### src/rtl/core/htld_ram.sv
// Generic simple dual-port RAM with one write port and a registered read port.
`default_nettype none

module htld_ram #(
  parameter int WIDTH = 8,
  parameter int DEPTH = 16
) (
  input  logic                     clk,
  input  logic                     we,
  input  logic [$clog2(DEPTH)-1:0] waddr,
  input  logic [WIDTH-1:0]         wdata,
  input  logic                     re,
  input  logic [$clog2(DEPTH)-1:0] raddr,
  output logic [WIDTH-1:0]         rdata
);

  logic [WIDTH-1:0] mem [DEPTH];

  always_ff @(posedge clk) begin
    if (we) begin
      mem[waddr] <= wdata;
    end
    if (re) begin
      rdata <= mem[raddr];
    end
  end

endmodule

`default_nettype wire

### config.mk
export PLATFORM = sky130hd
export DESIGN_NAME = htld_ram
export DESIGN_NICKNAME = d
export VERILOG_FILES = /design/src/rtl/core/htld_ram.sv
export SDC_FILE = /design/constraint.sdc
export NUM_CORES = 1
export LEC_CHECK = 0
export BUFFER_PORTS_ARGS = -buffer_cell sky130_fd_sc_hd__buf_2
export CAP_MARGIN = 0
export CELL_PAD_IN_SITES_DETAIL_PLACEMENT = 2
export CELL_PAD_IN_SITES_GLOBAL_PLACEMENT = 2
export CORE_AREA = 5 5 121 123
export DETAILED_ROUTE_END_ITERATION = 12
export DIE_AREA = 0 0 126 128
export PLACE_DENSITY_LB_ADDON = 0.12
export SLEW_MARGIN = 20
export SYNTH_ARGS = -nofsm -noshare
export SYNTH_HDL_FRONTEND = slang
export SYNTH_SLANG_ARGS = --single-unit
### constraint.sdc
create_clock -name clk -period 2 [get_ports clk]
set_input_delay 0.3 -clock clk [delete_from_list [all_inputs] [get_ports clk]]
set_output_delay 0.3 -clock clk [all_outputs]
set_load 0.005 [all_outputs]
Yosys cells after proc, flatten, opt, wreduce, memory -nomap -nowiden
Memory sizes are Yosys's and may differ from the RTL's. A register that Yosys moved wholly into a read port is not among the register bits.
Index checks and enable logic that the tools add are counted.
{ "classes": {"muxes": 2} }
{ "ops": {"columns": ["operator", "count"], "rows": [
  ["1-bit 2-to-1 mux", 2]
]} }
{ "totals": {"elab_cells": 3, "memories": 1, "ff_bits": 0, "input_bits": 19, "output_inout_bits": 8, "ram_bits": 128} }
{ "mem_list": {"columns": ["memory", "words", "word_bits", "rd", "rd_ports_with_merged_regs", "wr", "line", "source"], "rows": [
  ["mem", 16, 8, 1, 1, 1, "17", "logic [WIDTH-1:0] mem [DEPTH];"]
]} }

Logic depth before layout (Yosys ltp)
Gate-level depths: netlist of run 1.
{ "logic_depth": {"word_depth": 2, "mapped_depth": 5, "ltp_nobuf": 3} }

Worst setup path before layout of run 1
Ideal clock, no wire load.
{ "synth_timing": {"kind": "input-to-reg", "from": "input waddr[2]", "to": "memory mem[0][0], enable pin", "slack_ps": 207, "setup_time_ps": 383, "arrival_time_ps": 1410, "path_buffers": 0, "required_ps": 1617, "path_stages": 2, "cell_sequence": "or3b_2 -> nor3_1"} }
{ "synth_lines": {"columns": ["item", "line", "source"], "rows": [
  ["start: declaration", "10", "input logic [$clog2(DEPTH)-1:0] waddr,"],
  ["end: declaration", "17", null]
]} }
Straight into the memory's write port.

==> results.md, run 1 <==
- Result of the run: complete, no violations
- Root buf cell: sky130_fd_sc_hd__clkbuf_16
- Worst reg2reg startpoint: mem[4][1]$_DFFE_PP_
- Top cell type's share of synthesized area: 0.781
- DR iter-0 viols: 275
- Startpoint Class: register
- Deepest level of the CTS H-tree: 4
- Critical-path cell list: mux4_1 > a22oi_1 > nand2_1
- Die Area: 0.0161 mm^2
- Syn_area_per_cell: 22.8 um^2
- Worst Path Required: 2.16 ns
- Pin count of the biggest net entering global routing: 33
- NumNets Final: 306
- Vias in the first global route: 2925
- Final HPWL from detailed placement: 8440 um
- Final worst-path cycle share: 0.762
- Worst Hold Path EP: mem[6][2]$_DFFE_PP_
- Leading cell type in the layout, fill and taps excluded: sky130_fd_sc_hd__edfxtp_1
- Register-to-Register Path Depth: 3
- YS warnings: 0
- Routability congestion estimate from global placement: 0.688
- Antenna diode count: 0
- Maximum achievable frequency: 656 MHz
- Post-route antenna net violation count: 0
- Biggest area contributors in the synthesized netlist: sky130_fd_sc_hd__edfxtp_1 (78%), sky130_fd_sc_hd__mux4_2 (7.8%), sky130_fd_sc_hd__mux4_1 (7.0%)
- Worst hold margin: 0.274 ns
- Setup-failing EPs final: 0
- Time the worst path needs with I/O delays and setup: 1.52 ns
- Hold Crit Start: wdata[2]
- Clock sinks: 136
- Die X-Extent: 126 um
- Post-synthesis cell area: 0.00523 mm^2
- Total CTS buffers: 17
- IO Port Bufs: 26
- Number of buffers added to fix hold violations after cts: 0
- Clock Skew: 0.00682 ns
- Sequential area share after synthesis: 0.781
- Delay of the slowest cell on the worst path: 0.58 ns
- Gates resized, CTS repair: 0
- Count of different cell masters after synthesis: 18
- Boundary pin count: 27
- Number of antenna violations at the first check in global routing: 0
- RSZ-0062 raised after global routing: no
- Area of the core: 0.0136 mm^2
- Flip-flop and latch count after synthesis: 136
- Placement Rows: 43
- Leakage power: 2.11 nW
- Setup TNS: 0 ns
- Post-route DRC violation count: 0
- Avg WL per Cell: 27.0 um
- Crit-path slowest cell: sky130_fd_sc_hd__mux4_1
- Crit Path Category: register to register
- Clock buffer depth: 2
- Wire length after detailed routing: 13000 um
- Transition time at the pin with the least slew margin: 0.529 ns
- Area Overhead vs Synth: 19.8%
- Total power divided by cell area: 1050 mW/mm^2
- Syn Nets: 248
- Worst Setup End Kind: register
- Number of hold violations in the final report: 0
- Height of the die: 128 um
- CTS tree: yes
- GRT Residual Overflow: 0
- Tot GR Track Use: 0.175
- Post-Syn Instances: 229
- Number of detailed-routing iterations run before antenna repair: 4
- Final-report max-slew violation count: 0
- Largest area contributor in the netlist: sky130_fd_sc_hd__edfxtp_1
- Cell family with the largest share of critical-path delay: multiplexers
- Number of buffers and inverters on the critical path: 0
- Register-to-register setup slack: 0.48 ns
- First-pass GRT wire length: 19800 um
- Total number of vias: 2600
- Clock latency of the later-clocked register in the worst-skew pair: 0.42 ns
- Fraction of layout instances using a drive strength above 1: 0.307
- Worst slew margin relative to its limit: 0.648
- Cell count of the worst hold path: 1
- Crit path max fanout: 1
- Number of vias per cell: 5.42
- Worst hold-check path type: primary input to register
- Commonest non-fill, non-tap cells in the layout: sky130_fd_sc_hd__edfxtp_1 (136), sky130_fd_sc_hd__buf_2 (26), sky130_fd_sc_hd__buf_4 (21)
- Maximum vdd drop: 0.692 mV
- Effective utilization at floorplan: 0.386
- Number of max-capacitance violations reported: 0
- Critical register-to-register path endpoint: rdata[1]$_DFFE_PP_
- Post-CTS Repair Setup Buffers: 0
- Clock transition at the registers of the reported paths: 0.06 ns
- Data arrival time of the critical path: 1.69 ns
[worst reg2reg max path: stages, from the launching register on]
cell	delay, ns
sky130_fd_sc_hd__edfxtp_1	0.40
sky130_fd_sc_hd__mux4_1	0.58
sky130_fd_sc_hd__a22oi_1	0.22
sky130_fd_sc_hd__nand2_1	0.07
[sequential cells by signal (all words and copies together) (netlist names)]
signal and flops:
rdata 8, mem 128
[how the worst max path moves through the flow]
| stage | from | cells past startpoint | to |
|---|---|---|---|
| CTS | mem[4][1]$_DFFE_PP_ | 3 | rdata[1]$_DFFE_PP_ |
| detailed placement | raddr[0] | 5 | rdata[3]$_DFFE_PP_ |
| global placement | raddr[0] | 5 | rdata[3]$_DFFE_PP_ |
| floorplan | waddr[2] | 2 | mem[0][0]$_DFFE_PP_ |
| finish | mem[4][1]$_DFFE_PP_ | 3 | rdata[1]$_DFFE_PP_ |
| global route | mem[4][1]$_DFFE_PP_ | 3 | rdata[1]$_DFFE_PP_ |
[stage by stage]
stage | std cells | total power [mW] | util | cell area, um^2 | worst slack [ns]
2_1_floorplan | 229 | 3.45 | - | 5230 | 0.207
3_3_place_gp | 448 | 3.60 | 0.420 | 5690 | 0.145
3_5_place_dp | 448 | 3.62 | 0.420 | 5690 | 0.118
4_1_cts | 480 | 6.67 | 0.462 | 6260 | 0.451
5_1_grt | 480 | 6.83 | 0.462 | 6260 | 0.394
6_report | 480 | 6.58 | 0.462 | 6260 | 0.477
[power by group]
part,switching (mW),internal [mW]
Clock,1.09,1.93
Sequential,0.0205,3.21
Combinational,0.185,0.129
[cells by family after synthesis]
family,Yosys count,synth area share
AOI/OAI and AO/OA,16,0.0230
muxes,32,0.148
DFF,136,0.781
and+or+nand+nor,35,0.0314
buffers and inverters,10,0.0165
[cell usage after synthesis]
library cell,n
sky130_fd_sc_hd__edfxtp_1,136
sky130_fd_sc_hd__mux4_2,18
sky130_fd_sc_hd__a22oi_1,16
sky130_fd_sc_hd__mux4_1,14
sky130_fd_sc_hd__nor2_1,13
sky130_fd_sc_hd__nand2_1,9
sky130_fd_sc_hd__nor3_1,4
sky130_fd_sc_hd__buf_2,3
sky130_fd_sc_hd__buf_6,3
sky130_fd_sc_hd__clkdlybuf4s25_2,3
sky130_fd_sc_hd__nand2b_1,2
sky130_fd_sc_hd__nand3b_1,2
sky130_fd_sc_hd__and2_1,1
sky130_fd_sc_hd__and2b_1,1
sky130_fd_sc_hd__buf_4,1
sky130_fd_sc_hd__nand3_1,1
sky130_fd_sc_hd__nor2b_1,1
sky130_fd_sc_hd__or3b_2,1
[layout make-up]
cell class / count / area (um^2)
clock buffer: 21 / 440
clock inverter: 11 / 130
fill: 1258 / 7290
multi-input combinational: 83 / 1060
sequential: 136 / 4080
tap: 180 / 225
timing repair buffer: 49 / 328
[per-layer routing]
metal | vias up | track usage | share of wire
met3 | 18 | 0.0458 | 0.052
met5 | - | 0 | 0
met4 | 0 | 0.0644 | 0.013
met2 | 66 | 0.277 | 0.49
met1 | 1418 | 0.235 | 0.44
li1 | 1098 | - | -
(Power assumes the default switching activity.)
==> run 2: changes to the inputs <==
Clock period 2 ns to 1.3 ns, I/O delays scaled along.
==> run 2 against run 1 <==
The run now ends with negative setup slack left. Worst hold slack worse by 0.11 ns. Clock skew rose by 0.00099 ns. First-iteration DRC count is 22% lower. Clock power grew 38%. Register-to-register slack got worse by 0.61 ns. Wire length decreased by 10%. Largest cell class unchanged.
==> results.md, run 2 (synthesis gave the netlist of run 1 again) <==
- Time the worst path needs with I/O delays and setup: 1.43 ns
- Failing checks: negative setup slack
- Crit-path slowest cell: sky130_fd_sc_hd__mux4_2
- Largest registers: mem x128, rdata x8
- Avg WL per Cell: 24.1 um
- Worst slew margin relative to its limit: 0.386
- CTS tree: yes
- RSZ-0062 raised after global routing: yes
- Worst path depth: 3
- GRT Residual Overflow: 0
- Critical-path cell list: mux4_2 > a22oi_2 > nand2_1
- Antenna diode count: 0
- NumNets Final: 312
- Height of the die: 128 um
- Fraction of layout instances using a drive strength above 1: 0.399
- Clock sinks: 136
- Total CTS buffers: 17
- Data arrival time of the critical path: 1.59 ns
- Cell family with the largest share of critical-path delay: multiplexers
- Effective utilization at floorplan: 0.386
- Worst Setup End Kind: register
- Startpoint Class: register
- Number of antenna violations at the first check in global routing: 0
- Number of vias per cell: 5.17
- Worst Path Required: 1.45 ns
- Area Overhead vs Synth: 21.0%
- Area of the core: 0.0136 mm^2
- PnR worst setup slack: -0.134 ns
- Die Area: 0.0161 mm^2
- Setup-failing EPs final: 8
- Setup TNS: -0.887 ns
- Tot GR Track Use: 0.157
- Result of the run: finished, violations left
- Int Power: 7.74 mW
- Part of the total power dissipated in combinational logic: 0.054
- Clock latency of the later-clocked register in the worst-skew pair: 0.42 ns
- Wire length after detailed routing: 11600 um
- Crit Path Category: register to register
- Deepest level of the CTS H-tree: 4
- Clock transition at the registers of the reported paths: 0.05 ns
- Post-route DRC violation count: 0
- Root buf cell: sky130_fd_sc_hd__clkbuf_16
- Commonest non-fill, non-tap cells in the layout: sky130_fd_sc_hd__edfxtp_1 (136), sky130_fd_sc_hd__mux4_2 (32), sky130_fd_sc_hd__buf_2 (26)
- Worst hold margin: 0.163 ns
- Switching Fraction: 0.201
- Clock buffer depth: 2
- Vias in the first global route: 2868
- Leading cell type in the layout, fill and taps excluded: sky130_fd_sc_hd__edfxtp_1
- Total power divided by cell area: 1530 mW/mm^2
- Post-CTS Repair Setup Buffers: 0
- Part of the total power dissipated in the clock network: 0.432
- DR iter-0 viols: 215
- Clock Skew: 0.00782 ns
- Final-report max-slew violation count: 0
- Transition time at the pin with the least slew margin: 0.919 ns
- Final HPWL from detailed placement: 7950 um
- First-pass GRT wire length: 18000 um
- Die X-Extent: 126 um
- Number of max-capacitance violations reported: 0
- Leakage power: 2.09 nW
- Boundary pin count: 27
- Cell count of the worst hold path: 1
- Routability congestion estimate from global placement: 0.694
- Placement Rows: 43
- Maximum vdd drop: 0.991 mV
- Flip-flop count of the largest register, all copies and words added: 128
- Final worst-path cycle share: 1.10
- Register-to-Register Path Depth: 3
- Register with the most flip-flops: mem
- IO Port Bufs: 26
- Pin count of the biggest net entering global routing: 19
- Share of power burned in registers: 0.514
- Utilization after layout: 0.466
- Maximum achievable frequency: 697 MHz
- Delay of the slowest cell on the worst path: 0.50 ns
- Switching power: 1.94 mW
- Number of buffers and inverters on the critical path: 0
- Worst hold-check path type: primary input to register
- Number of hold violations in the final report: 0
- Total number of vias: 2498
- Crit path max fanout: 1
- Number of detailed-routing iterations run before antenna repair: 4
- Post-route antenna net violation count: 0
- Number of buffers added to fix hold violations after cts: 0
-- run 2: cell types whose count changed in the layout (fill, tap and decap cells not counted), sizes merged --
cell      delta
buf          +6
clkinvlp     -2
clkbuf       +1
bufinv       -2
-- run 2: timing repair --
item	CTS	global route
pin swaps	2	0
resized for setup	5	1
gates cloned	0	0
endpoints found under the setup margin	8	8
-- run 2: power groups by stage --
stage          clock, mW  combinational (mW)  sequential (mW)
5_1_grt             4.50               0.573             4.98
3_3_place_gp           0               0.514             5.06
4_1_cts             4.29               0.539             4.98
2_1_floorplan          0               0.276             5.05
3_5_place_dp           0               0.530             5.07
6_report            4.18               0.524             4.98
-- run 2: metrics by stage --
step / setup WS, ns / power [mW] / cell area (um^2) / std cells
finish: -0.134 / 9.68 / 6320 / 483
global route: -0.194 / 10.1 / 6320 / 483
CTS: -0.160 / 9.80 / 6320 / 483
detailed placement: -0.467 / 5.60 / 5800 / 454
global placement: -0.451 / 5.57 / 5800 / 454
floorplan: -0.0954 / 5.33 / 5250 / 229
-- run 2: worst reg2reg max path, cell delays in order, from the launching register on --
cell	delay, ns
sky130_fd_sc_hd__edfxtp_1	0.42
sky130_fd_sc_hd__mux4_2	0.50
sky130_fd_sc_hd__a22oi_2	0.17
sky130_fd_sc_hd__nand2_1	0.09
-- run 2: area by class of cell --
type	instances	area (um^2)
Clock buffer	22	444
Clock inverter	7	56.3
Fill cell	1225	7230
Multi-Input combinational cell	83	1070
Sequential cell	136	4080
Tap cell	180	225
Timing Repair Buffer	55	448
-- run 2: layer usage --
metal / global-route usage / up-vias / wire length [um]
met5: 0 / - / 0
met4: 0.0511 / 0 / 153
met3: 0.0479 / 15 / 365
met2: 0.249 / 43 / 5740
met1: 0.210 / 1349 / 5380
li1: - / 1091 / -
-- run 2: final timing paths --
kind / start / endpoint / slack, ns
setup reg to reg: mem[0][0]$_DFFE_PP_ / rdata[0]$_DFFE_PP_ / -0.13
setup / recovery: mem[0][0]$_DFFE_PP_ / rdata[0]$_DFFE_PP_ / -0.13
hold reg to reg: mem[4][2]$_DFFE_PP_ / rdata[2]$_DFFE_PP_ / 0.78
hold / removal: re / rdata[5]$_DFFE_PP_ / 0.16
